==> config.mk <==
export PLATFORM = sky130hd
export DESIGN_NAME = journal_record_stream_checker_core
export DESIGN_NICKNAME = d
export VERILOG_FILES = /design/src/rtl/core/jrsc_pkg.sv /design/src/rtl/core/journal_record_stream_checker_core.sv
export SDC_FILE = /design/constraint.sdc
export NUM_CORES = 2
export LEC_CHECK = 0
export BUFFER_PORTS_ARGS = -buffer_cell sky130_fd_sc_hd__buf_2
export CORE_ASPECT_RATIO = 0.75
export CORE_UTILIZATION = 55
export DETAILED_ROUTE_END_ITERATION = 6
export GPL_TIMING_DRIVEN = 0
export PLACE_DENSITY = 0.8
export SYNTH_ARGS = -nofsm -noshare
export SYNTH_HDL_FRONTEND = slang
export SYNTH_SLANG_ARGS = --single-unit
export TNS_END_PERCENT = 10
==> constraint.sdc <==
create_clock -name clk -period 23.1 [get_ports clk]
set_clock_uncertainty 0.05 [all_clocks]
set_input_delay 6.93 -clock clk [delete_from_list [all_inputs] [get_ports clk]]
set_output_delay 6.93 -clock clk [all_outputs]
set_load 0.02 [all_outputs]
==> src/rtl/core/jrsc_pkg.sv <==
//------------------------------------------------------------------------------
// jrsc_pkg
// Types, constants and the byte-wise CRC-32 step for the journal checker.
//------------------------------------------------------------------------------
package jrsc_pkg;

  typedef enum logic [1:0] {
    PH_HEADER = 2'd0,
    PH_RECORD = 2'd1,
    PH_DROP   = 2'd2
  } phase_t;

  typedef enum logic [1:0] {
    RK_HEADER  = 2'd0,
    RK_RECORD  = 2'd1,
    RK_SUMMARY = 2'd2,
    RK_ERROR   = 2'd3
  } res_kind_t;

  typedef enum logic [2:0] {
    ERR_NONE       = 3'd0,
    ERR_SHORT_HDR  = 3'd1,
    ERR_BAD_HDR    = 3'd2,
    ERR_BAD_CAP    = 3'd3,
    ERR_REC_CRC    = 3'd4,
    ERR_SEQ_GAP    = 3'd5,
    ERR_BAD_ENCODE = 3'd6
  } err_code_t;

  typedef struct packed {
    res_kind_t   kind;
    err_code_t   err;
    logic [63:0] record_number;
    logic [63:0] account;
    logic [63:0] client_sequence;
    logic [2:0]  command_kind;
    logic [1:0]  command_side;
    logic [63:0] order_id;
    logic [63:0] price_bits;
    logic [63:0] quantity;
    logic [19:0] capacity;
    logic [5:0]  tail_bytes;
  } res_t;

  localparam logic [31:0] CRC_INIT = 32'hffff_ffff;
  localparam logic [31:0] CRC_POLY = 32'hedb8_8320;

  // "MRDNJNL2", first byte in the low lane
  localparam logic [63:0] JRNL_MAGIC = 64'h324c_4e4a_4e44_524d;
  localparam logic [7:0]  HDR_VERSION = 8'd2;
  localparam logic [19:0] MAX_CAPACITY = 20'd1000000;

  localparam logic [5:0] HDR_LEN     = 6'd32;
  localparam logic [5:0] REC_LEN     = 6'd60;
  localparam logic [5:0] HDR_CRC_LEN = 6'd28;
  localparam logic [5:0] REC_CRC_LEN = 6'd56;

  // header byte offsets
  localparam logic [5:0] HP_VER  = 6'd8;
  localparam logic [5:0] HP_CAP  = 6'd12;
  localparam logic [5:0] HP_CFG  = 6'd20;
  localparam logic [5:0] HP_LAST = 6'd31;

  // record byte offsets
  localparam logic [5:0] RP_ACCT  = 6'd8;
  localparam logic [5:0] RP_CSEQ  = 6'd16;
  localparam logic [5:0] RP_KIND  = 6'd24;
  localparam logic [5:0] RP_SIDE  = 6'd25;
  localparam logic [5:0] RP_PAD   = 6'd26;
  localparam logic [5:0] RP_ORDER = 6'd32;
  localparam logic [5:0] RP_PRICE = 6'd40;
  localparam logic [5:0] RP_QTY   = 6'd48;
  localparam logic [5:0] RP_LAST  = 6'd59;

  localparam logic [7:0] KIND_MIN = 8'd1;
  localparam logic [7:0] KIND_MAX = 8'd4;
  localparam logic [7:0] SIDE_BUY  = 8'd1;
  localparam logic [7:0] SIDE_SELL = 8'd2;

  // reflected CRC-32, one byte
  function automatic logic [31:0] crc_byte(input logic [31:0] c, input logic [7:0] b);
    logic [31:0] x;
    x = c ^ {24'd0, b};
    for (int k = 0; k < 8; k++) begin
      x = (x >> 1) ^ (CRC_POLY & {32{x[0]}});
    end
    return x;
  endfunction

endpackage

==> src/rtl/core/journal_record_stream_checker_core.sv <==
//------------------------------------------------------------------------------
// journal_record_stream_checker_core
// Byte-stream checker for a journal: header check, record decode, end summary.
//------------------------------------------------------------------------------
// Takes one journal byte per cycle while in_stall is low and keeps no byte buffer:
// the header and record fields are assembled in place and the CRC, sequence and
// encoding checks are folded byte by byte, and the closing byte of a header or
// record produces its result directly into a three-entry output queue.
// Input stall rises while two or more results wait in that queue; a single
// result per item with the output draining every cycle keeps the rate at one
// item per cycle. The closing byte of a header or record that is also the last
// byte of the stream yields two results (the result and the end summary).
module journal_record_stream_checker_core (
  input  logic        clk,
  input  logic        rst_n,

  input  logic        in_valid,
  output logic        in_stall,
  input  logic [7:0]  in_data_byte,
  input  logic        in_end_of_stream,

  output logic        out_valid,
  input  logic        out_stall,
  output logic [1:0]  out_result_kind,
  output logic [2:0]  out_error_code,
  output logic [63:0] out_record_number,
  output logic [63:0] out_account,
  output logic [63:0] out_client_sequence,
  output logic [2:0]  out_command_kind,
  output logic [1:0]  out_command_side,
  output logic [63:0] out_order_id,
  output logic [63:0] out_price_bits,
  output logic [63:0] out_quantity,
  output logic [19:0] out_journal_capacity,
  output logic [5:0]  out_tail_bytes
);

  import jrsc_pkg::*;

  localparam logic [2:0] QDEPTH = 3'd3;

  function automatic logic [1:0] q_add(input logic [1:0] a, input logic [1:0] d);
    logic [2:0] s;
    s = {1'b0, a} + {1'b0, d};
    if (s >= QDEPTH) begin
      s = s - QDEPTH;
    end
    return s[1:0];
  endfunction

  // control state
  phase_t      phase_r, phase_nxt;
  logic [5:0]  pos_r, pos_nxt;
  logic [31:0] crc_r, crc_nxt;
  logic [63:0] good_r, good_nxt;

  // field assembly and running checks
  logic [63:0] acct_r, acct_nxt;
  logic [63:0] cseq_r, cseq_nxt;
  logic [63:0] order_r, order_nxt;
  logic [63:0] price_r, price_nxt;
  logic [63:0] qty_r, qty_nxt;
  logic [2:0]  kind_r, kind_nxt;
  logic [1:0]  side_r, side_nxt;
  logic [19:0] cap_r, cap_nxt;
  logic        cap_hi_r, cap_hi_nxt;
  logic        hbad_r, hbad_nxt;
  logic        seqbad_r, seqbad_nxt;
  logic        encbad_r, encbad_nxt;
  logic        crcbad_r, crcbad_nxt;

  // output queue
  res_t        q_r [3];
  logic [1:0]  head_r, head_nxt;
  logic [1:0]  count_r, count_nxt;

  logic        accept, pop;
  logic [7:0]  b;
  logic [31:0] crc_out;
  logic [63:0] good_inc;
  logic [5:0]  pos_inc;
  logic [5:0]  cap_idx;
  logic        cap_bad;
  err_code_t   err;
  logic        main_vld, tail_vld, do_restart;
  res_t        main_res, tail_res, res0, res1;
  logic [1:0]  n_push;
  logic [1:0]  wr0, wr1;
  res_t        head_res;

  assign in_stall  = (count_r >= 2'd2);
  assign accept    = in_valid && !in_stall;
  assign out_valid = (count_r != 2'd0);
  assign pop       = out_valid && !out_stall;

  assign b        = in_data_byte;
  assign crc_out  = ~crc_r;
  assign good_inc = good_r + 64'd1;
  assign pos_inc  = pos_r + 6'd1;
  assign cap_idx  = pos_r - HP_CAP;
  assign cap_bad  = cap_hi_r || (cap_r == '0) || (cap_r > MAX_CAPACITY);

  always_comb begin
    phase_nxt  = phase_r;
    pos_nxt    = pos_r;
    crc_nxt    = crc_r;
    good_nxt   = good_r;
    acct_nxt   = acct_r;
    cseq_nxt   = cseq_r;
    order_nxt  = order_r;
    price_nxt  = price_r;
    qty_nxt    = qty_r;
    kind_nxt   = kind_r;
    side_nxt   = side_r;
    cap_nxt    = cap_r;
    cap_hi_nxt = cap_hi_r;
    hbad_nxt   = hbad_r;
    seqbad_nxt = seqbad_r;
    encbad_nxt = encbad_r;
    crcbad_nxt = crcbad_r;
    err        = ERR_NONE;
    main_vld   = 1'b0;
    tail_vld   = 1'b0;
    do_restart = 1'b0;
    main_res   = '0;
    tail_res   = '0;

    if (accept) begin
      unique case (phase_r)
        PH_DROP: begin
          if (in_end_of_stream) begin
            do_restart = 1'b1;
          end
        end

        PH_HEADER: begin
          if (pos_r == '0) begin
            hbad_nxt   = 1'b0;
            cap_hi_nxt = 1'b0;
          end
          if (pos_r < HDR_CRC_LEN) begin
            crc_nxt = crc_byte(crc_r, b);
          end
          if (pos_r < HP_VER) begin
            hbad_nxt = hbad_nxt | (b != JRNL_MAGIC[{pos_r[2:0], 3'b000} +: 8]);
          end else if (pos_r == HP_VER) begin
            hbad_nxt = hbad_nxt | (b != HDR_VERSION);
          end else if (pos_r < HP_CAP) begin
            hbad_nxt = hbad_nxt | (b != 8'd0);
          end else if (pos_r < HP_CFG) begin
            // only 20 bits are kept; anything above makes the capacity too large
            if (cap_idx == 6'd0) begin
              cap_nxt[7:0] = b;
            end else if (cap_idx == 6'd1) begin
              cap_nxt[15:8] = b;
            end else if (cap_idx == 6'd2) begin
              cap_nxt[19:16] = b[3:0];
              cap_hi_nxt     = cap_hi_nxt | (b[7:4] != 4'd0);
            end else begin
              cap_hi_nxt = cap_hi_nxt | (b != 8'd0);
            end
          end else if (pos_r < HDR_CRC_LEN) begin
            acct_nxt[{pos_r[2:0] - HP_CFG[2:0], 3'b000} +: 8] = b;
          end else begin
            hbad_nxt = hbad_nxt | (b != crc_out[{pos_r[1:0], 3'b000} +: 8]);
          end
          pos_nxt = pos_inc;

          if (pos_r == HP_LAST) begin
            if (hbad_nxt) begin
              err = ERR_BAD_HDR;
            end else if (cap_bad) begin
              err = ERR_BAD_CAP;
            end else begin
              main_vld         = 1'b1;
              main_res.kind    = RK_HEADER;
              main_res.account = acct_r;
              main_res.capacity = cap_r;
              phase_nxt        = PH_RECORD;
              pos_nxt          = '0;
              crc_nxt          = CRC_INIT;
            end
          end else if (in_end_of_stream) begin
            err = ERR_SHORT_HDR;
          end
        end

        PH_RECORD: begin
          if (pos_r == '0) begin
            seqbad_nxt = 1'b0;
            encbad_nxt = 1'b0;
            crcbad_nxt = 1'b0;
          end
          if (pos_r < REC_CRC_LEN) begin
            crc_nxt = crc_byte(crc_r, b);
          end
          if (pos_r < RP_ACCT) begin
            seqbad_nxt = seqbad_nxt | (b != good_inc[{pos_r[2:0], 3'b000} +: 8]);
          end else if (pos_r < RP_CSEQ) begin
            acct_nxt[{pos_r[2:0], 3'b000} +: 8] = b;
          end else if (pos_r < RP_KIND) begin
            cseq_nxt[{pos_r[2:0], 3'b000} +: 8] = b;
          end else if (pos_r == RP_KIND) begin
            kind_nxt   = b[2:0];
            encbad_nxt = encbad_nxt | (b < KIND_MIN) | (b > KIND_MAX);
          end else if (pos_r == RP_SIDE) begin
            side_nxt   = b[1:0];
            encbad_nxt = encbad_nxt | !((b == SIDE_BUY) || (b == SIDE_SELL));
          end else if (pos_r < RP_ORDER) begin
            encbad_nxt = encbad_nxt | (b != 8'd0);
          end else if (pos_r < RP_PRICE) begin
            order_nxt[{pos_r[2:0], 3'b000} +: 8] = b;
          end else if (pos_r < RP_QTY) begin
            price_nxt[{pos_r[2:0], 3'b000} +: 8] = b;
          end else if (pos_r < REC_CRC_LEN) begin
            qty_nxt[{pos_r[2:0], 3'b000} +: 8] = b;
          end else begin
            crcbad_nxt = crcbad_nxt | (b != crc_out[{pos_r[1:0], 3'b000} +: 8]);
          end
          pos_nxt = pos_inc;

          if (pos_r == RP_LAST) begin
            pos_nxt = '0;
            crc_nxt = CRC_INIT;
            if (crcbad_nxt) begin
              err = ERR_REC_CRC;
            end else if (seqbad_nxt) begin
              err = ERR_SEQ_GAP;
            end else if (encbad_nxt) begin
              err = ERR_BAD_ENCODE;
            end else begin
              good_nxt                 = good_inc;
              main_vld                 = 1'b1;
              main_res.kind            = RK_RECORD;
              main_res.record_number   = good_inc;
              main_res.account         = acct_r;
              main_res.client_sequence = cseq_r;
              main_res.command_kind    = kind_r;
              main_res.command_side    = side_r;
              main_res.order_id        = order_r;
              main_res.price_bits      = price_r;
              main_res.quantity        = qty_r;
            end
          end
        end

        default: begin
          do_restart = 1'b1;
        end
      endcase

      if (err != ERR_NONE) begin
        tail_vld               = 1'b1;
        tail_res.kind          = RK_ERROR;
        tail_res.err           = err;
        tail_res.record_number = good_r;
        if (in_end_of_stream) begin
          do_restart = 1'b1;
        end else begin
          phase_nxt = PH_DROP;
        end
      end else if (in_end_of_stream && (phase_r == PH_HEADER || phase_r == PH_RECORD)) begin
        tail_vld               = 1'b1;
        tail_res.kind          = RK_SUMMARY;
        tail_res.record_number = good_nxt;
        tail_res.tail_bytes    = (phase_nxt == PH_RECORD) ? pos_nxt : 6'd0;
        do_restart             = 1'b1;
      end

      if (do_restart) begin
        phase_nxt = PH_HEADER;
        pos_nxt   = '0;
        crc_nxt   = CRC_INIT;
        good_nxt  = '0;
      end
    end
  end

  // queue pushes: the main result first, then the error or end summary
  assign res0   = main_vld ? main_res : tail_res;
  assign res1   = tail_res;
  assign n_push = {1'b0, main_vld} + {1'b0, tail_vld};
  assign wr0    = q_add(head_r, count_r);
  assign wr1    = q_add(wr0, 2'd1);

  assign head_nxt  = pop ? q_add(head_r, 2'd1) : head_r;
  assign count_nxt = count_r + n_push - {1'b0, pop};

  always_ff @(posedge clk) begin
    if (!rst_n) begin
      phase_r <= PH_HEADER;
      pos_r   <= '0;
      crc_r   <= CRC_INIT;
      good_r  <= '0;
      head_r  <= '0;
      count_r <= '0;
    end else begin
      phase_r <= phase_nxt;
      pos_r   <= pos_nxt;
      crc_r   <= crc_nxt;
      good_r  <= good_nxt;
      head_r  <= head_nxt;
      count_r <= count_nxt;
    end
  end

  always_ff @(posedge clk) begin
    acct_r   <= acct_nxt;
    cseq_r   <= cseq_nxt;
    order_r  <= order_nxt;
    price_r  <= price_nxt;
    qty_r    <= qty_nxt;
    kind_r   <= kind_nxt;
    side_r   <= side_nxt;
    cap_r    <= cap_nxt;
    cap_hi_r <= cap_hi_nxt;
    hbad_r   <= hbad_nxt;
    seqbad_r <= seqbad_nxt;
    encbad_r <= encbad_nxt;
    crcbad_r <= crcbad_nxt;
    if (n_push != 2'd0) begin
      q_r[wr0] <= res0;
    end
    if (n_push == 2'd2) begin
      q_r[wr1] <= res1;
    end
  end

  assign head_res             = q_r[head_r];
  assign out_result_kind      = head_res.kind;
  assign out_error_code       = head_res.err;
  assign out_record_number    = head_res.record_number;
  assign out_account          = head_res.account;
  assign out_client_sequence  = head_res.client_sequence;
  assign out_command_kind     = head_res.command_kind;
  assign out_command_side     = head_res.command_side;
  assign out_order_id         = head_res.order_id;
  assign out_price_bits       = head_res.price_bits;
  assign out_quantity         = head_res.quantity;
  assign out_journal_capacity = head_res.capacity;
  assign out_tail_bytes       = head_res.tail_bytes;

  a_hdr_no_records: assert property (@(posedge clk) disable iff (!rst_n)
    phase_r == PH_HEADER |-> good_r == '0)
    else $error("record count nonzero during header");

  a_hdr_pos: assert property (@(posedge clk) disable iff (!rst_n)
    phase_r == PH_HEADER |-> pos_r < HDR_LEN)
    else $error("header position out of range");

  a_rec_pos: assert property (@(posedge clk) disable iff (!rst_n)
    phase_r == PH_RECORD |-> pos_r < REC_LEN)
    else $error("record position out of range");

  a_crc_start: assert property (@(posedge clk) disable iff (!rst_n)
    (phase_r != PH_DROP && pos_r == '0) |-> crc_r == CRC_INIT)
    else $error("crc not reseeded at start of header or record");

  a_eos_restart: assert property (@(posedge clk) disable iff (!rst_n)
    (accept && in_end_of_stream) |=> (phase_r == PH_HEADER && pos_r == '0 && good_r == '0))
    else $error("no restart after final byte");

endmodule

## Word level (Yosys, flattened, before mapping)

Memories as Yosys holds them, arrays and structs flattened. A register that Yosys moved wholly into a read port is not among the register bits.
Index checks and enable logic that the tools add are counted.

- Output and inout port bits: 422
- Memories kept: 1
- RAM bits: 1260
- Register bits after elaboration: 458
- Input port bits: 13
- Logic and storage cells: 317

- Equality and inequality tests: 25
- Shift-type cells: 7
- Magnitude comparators: 17
- Muxes and demuxes: 162
- Bitwise gates (word level): 34
- Reductions and logical operators: 35
- Add/sub/neg operators: 15

Memory list:

| name | words | width | read ports | clocked after memory_dff | wr ports | line | RTL |
|---|---|---|---|---|---|---|---|
| q_r | 3 | 420 | 1 | 1 | 2 | journal_record_stream_checker_core.sv:73 | `res_t q_r [3];` |

Operators with widths:

| cell | number |
|---|---|
| 389-bit two-way mux | 4 |
| 64-bit two-way mux | 19 |
| 420-bit two-way mux | 1 |
| 409-bit two-way mux | 1 |
| 64-bit bitwise mux | 6 |
| 261-bit two-way mux | 1 |
| 64-bit case mux with 2 select lines | 2 |
| 31-bit by 32-bit bitwise XOR with 32-bit output | 8 |
| 32-bit two-way mux | 7 |
| 8-bit by 8-bit variable shift with 64-bit output (first input constant) | 2 |
| 8-bit by 8-bit indexed part select with 64-bit output | 2 |
| 20-bit two-way mux | 4 |
| 1-bit two-way mux | 73 |
| 69-bit two-way mux | 1 |
| 64-bit by 1-bit adder with 64-bit output (second input constant) | 1 |
| 32-bit case mux with 2 select lines | 1 |
| 64-bit by 7-bit indexed part select with 8-bit output | 1 |
| 64-bit by 7-bit indexed part select with 8-bit output (first input constant) | 1 |
| 6-bit two-way mux | 9 |
| 2-bit two-way mux | 22 |
| 32-bit inverter | 1 |
| 32-bit by 6-bit indexed part select with 8-bit output | 1 |
| 32-bit by 8-bit bitwise XOR with 32-bit output | 1 |
| 9-bit AND reduction | 3 |
| other kinds (56) | 123 |

## Longest topological paths before layout

- Word-level depth: 27
- Gate-level depth with buffers: 25
- Gate-level depth less buffers: 19

## Least setup slack after synthesis

OpenSTA, ideal clock, no wires.

- Kind: input to register
- Start point: input port in_data_byte[7]
- End point: memory q_r[0][0] (netlist name), enable pin
- Required time: 22463 ps
- Stages: 16
- Setup time: 587 ps
- Path slack: 11089 ps
- Arrival: 11375 ps
- Buffers on the path: 6
- Cell sequence: clkbuf_1 nor4_2 nand4_1 a21oi_1 a21boi_0 a211oi_2 a21o_1 buf_2 buf_2 nand2_1 ha_1 clkbuf_1 a21oi_1 clkbuf_1 buf_1 inv_1

RTL lines:

| item | line | RTL |
|---|---|---|
| start: declaration | journal_record_stream_checker_core.sv:19 | `input logic [7:0] in_data_byte,` |
| end: declaration | journal_record_stream_checker_core.sv:73 |  |

==> impl_metrics.tcl <==
set metrics [dict create \
    cts_resized 0 \
    vdd_drop_max_mv 0.0940 \
    wl_um 310000 \
    hpwl_um 227000 \
    tns_ns 0 \
    syn_nets 6731 \
    grt_max_degree 55 \
    seq_area_frac_synth_pct 56.3 \
    ant_nets 0 \
    synth.area.top_cells "dfxtp_1, edfxtp_1, a22o_1, mux2i_1, o21ai_0" \
    setup_viol 0 \
    hold_depth 1 \
    fmax_mhz 66.5 \
    p_per_area_mw_per_mm2 97.4 \
    crit_fanout 12 \
    cts_hold_buf 0 \
    end_kind "flop" \
    ys_ff_latch 1720 \
    status "finished, violations left" \
    rsz0062_at_grt "false" \
    cap_viol_max_count 9 \
    drt_iter0_drc 10396 \
    arrival_ns 15.75 \
    vias_per_cell 6.94 \
    wl_per_cell_um 33.6 \
    grt_overflow 0 \
    grt_pass1_wl_um 427000 \
    clock_latency_ns 0.84 \
    cts_setup_buffers 0 \
    tritoncts "done" \
    ios 435 \
    timing.final.crit_share_pct 65.1 \
    synth-edff-count 575 \
    cts_root_buf "clkbuf_16" \
    synthCells 6693 \
    die-area_mm2 0.131 \
    grt_pass1_vias 58114 \
    syn_avg_cell_area_um2 10.7 \
    clk_pin_slew_ns 0.07 \
    start_util_pct 55.4 \
    syn_area_mm2 0.0714 \
    core_mm2 0.129 \
    finalPower_mw 7.93 \
    synthDistinctLibCells 86 \
    max_slew.worst_pin.slew_ns 1.69 \
    grt_antenna_before_repair 46 \
    p_leak_nw 29.3 \
    synth.largest_area_cell "dfxtp_1" \
    nets 7341 \
    synth_top_area_share_pct 32.1 \
    synthTopCellsByCount "dfxtp_1, a22o_1, nand2_1" \
    slew_headroom_pct -12.6 \
    grt_usage_pct 45.5 \
    hold_path_class "reg2reg" \
    htree_levels 4 \
    via_count 63935 \
    async_flop_share_pct 0 \
    post-route-drc-count 1 \
    cp-start-kind "input pin" \
    syn_to_final_growth_pct 14.1 \
    core.rowCount 114 \
    cts_buffer_depth 3 \
    fin_crit_ns 15.04 \
    routabilityCongestion 1.09 \
    io_buffer_count 433 \
    clock_sinks 1720 \
    slew_viol_final 68 \
    dieHeight_um 314 \
    drive_above_1_share_pct 10.8 \
    first_pass_iters 7 \
    synth_warnings 0 \
    hold_violations 0 \
    synth_most_common_cell "dfxtp_1" \
    violations "DRC, capacitance limit, slew limit" \
    worstPathRequired_ns 23.81 \
    cts_buffers 159 \
    die_w_um 418 \
    reg2reg_depth 23 \
    critical_path_class "in2reg" \
    synthFlopType "dfxtp_1" \
]
-- final cells by class --
class                           count  area [µm²]
Fill cell                       10125       47300
Sequential cell                  1720       40200
Multi-Input combinational cell   4352       28900
Clock buffer                      235        4610
Timing Repair Buffer              449        2390
Buffer                            574        2240
Tap cell                         1740        2180
Clock inverter                     64         727
Inverter                           47         184
Antenna cell                       31        77.6
-- routing by layer --
metal | part of all wire (%) | up-vias | track usage, % | wire, µm
met4 | 4.4 | 21 | 18.4 | 13700
met5 | 0.054 | - | 0.144 | 166
met2 | 39 | 5106 | 60.1 | 122000
met3 | 16 | 725 | 18.4 | 48200
met1 | 41 | 31876 | 65.4 | 125000
li1 | - | 26207 | - | -
-- flip-flops by register name (all words and copies together), names as in the netlist, 3 cells and up, named ones only --
register and count:
acct_r 64, cap_r 20, crc_r 32, cseq_r 64, good_r 64, kind_r 3, order_r 64, pos_r 6
price_r 64, q_r 1260, qty_r 64
-- where the power goes --
part	leakage [nW]	switching [mW]	internal, mW	total (mW)
Combinational	11.6	1.46	0.420	1.88
Clock	2.59	1.24	1.49	2.73
Sequential	15.1	0.0499	3.28	3.33
-- path summary, 6_finish.rpt --
kind,startpoint,end,slack (ns)
max,in_data_byte[4],q_r[1][207],8.06
min reg2reg,q_r[0][272],q_r[0][272],0.43
max reg2reg,pos_r[0],q_r[1][207],12.07
min,q_r[0][272],q_r[0][272],0.43
-- stage by stage --
step / hold slack, ns / setup WS [ns] / instances / utilization, % / cell area, µm²
floorplan: 0.399 / 11.09 / 6693 / - / 71400
global placement: 0.410 / 7.04 / 8866 / 58.8 / 75800
detailed placement: 0.413 / 7.89 / 8881 / 59.0 / 76000
CTS: 0.431 / 8.74 / 9180 / 63.2 / 81400
global route: 0.440 / 8.25 / 9183 / 63.2 / 81400
finish: 0.427 / 8.06 / 9212 / 63.3 / 81500
-- kinds of logic (layout without fill, tap and decap cells) --
kind of cell,Yosys count,count (layout),share of synthesized area [%]
adder cells (fa/ha/maj),25,25,0.449
XOR/XNOR,143,143,1.75
other,0,31,0
buffers and inverters,621,1369,3.39
AND/OR/NAND/NOR,1568,1568,9.88
flip-flops,1720,1720,56.3
multiplexers,441,441,6.25
AO/OA/AOI/OAI,2175,2175,22.0
-- cells in the final DEF, fill, tap and decap left out, types with 30 or more instances in the layout --
cell type | synthesis | final
buf_1 | 38 | 38
xnor2_1 | 103 | 103
dfxtp_1 | 1145 | 1145
a22o_1 | 1043 | 1043
inv_1 | 42 | 39
o221ai_1 | 44 | 44
edfxtp_1 | 575 | 575
nor2_1 | 321 | 318
diode_2 | 0 | 31
o31ai_1 | 30 | 30
mux2i_1 | 436 | 436
and2_1 | 65 | 65
o21ai_0 | 632 | 632
nor4_1 | 38 | 35
o22ai_1 | 102 | 102
clkbuf_16 | 0 | 165
a21oi_1 | 145 | 143
buf_2 | 45 | 479
nand3_1 | 114 | 114
nand4_1 | 39 | 39
or3_1 | 36 | 36
nand2_1 | 721 | 721
nor3_1 | 83 | 79
nor2b_1 | 58 | 58
xor2_1 | 40 | 40
clkbuf_1 | 486 | 531
-- critical path: stages --
cell and delay, ns:
buf_2 0.20, clkbuf_1 0.79, xnor2_1 0.16, nor2_1 0.18, and3b_1 0.31, nand2_1 0.19, a211oi_2 0.67, a21o_1 0.21
buf_2 0.25, buf_2 0.40, nand2_1 0.13, ha_1 0.28, clkbuf_1 0.34, nand2_1 0.44, nand2_1 0.33, nor3_1 0.88
clkbuf_1 0.96, clkbuf_1 1.18, clkbuf_1 0.62, a22o_1 0.22
Note: power is estimated with default switching activity, not from simulation.
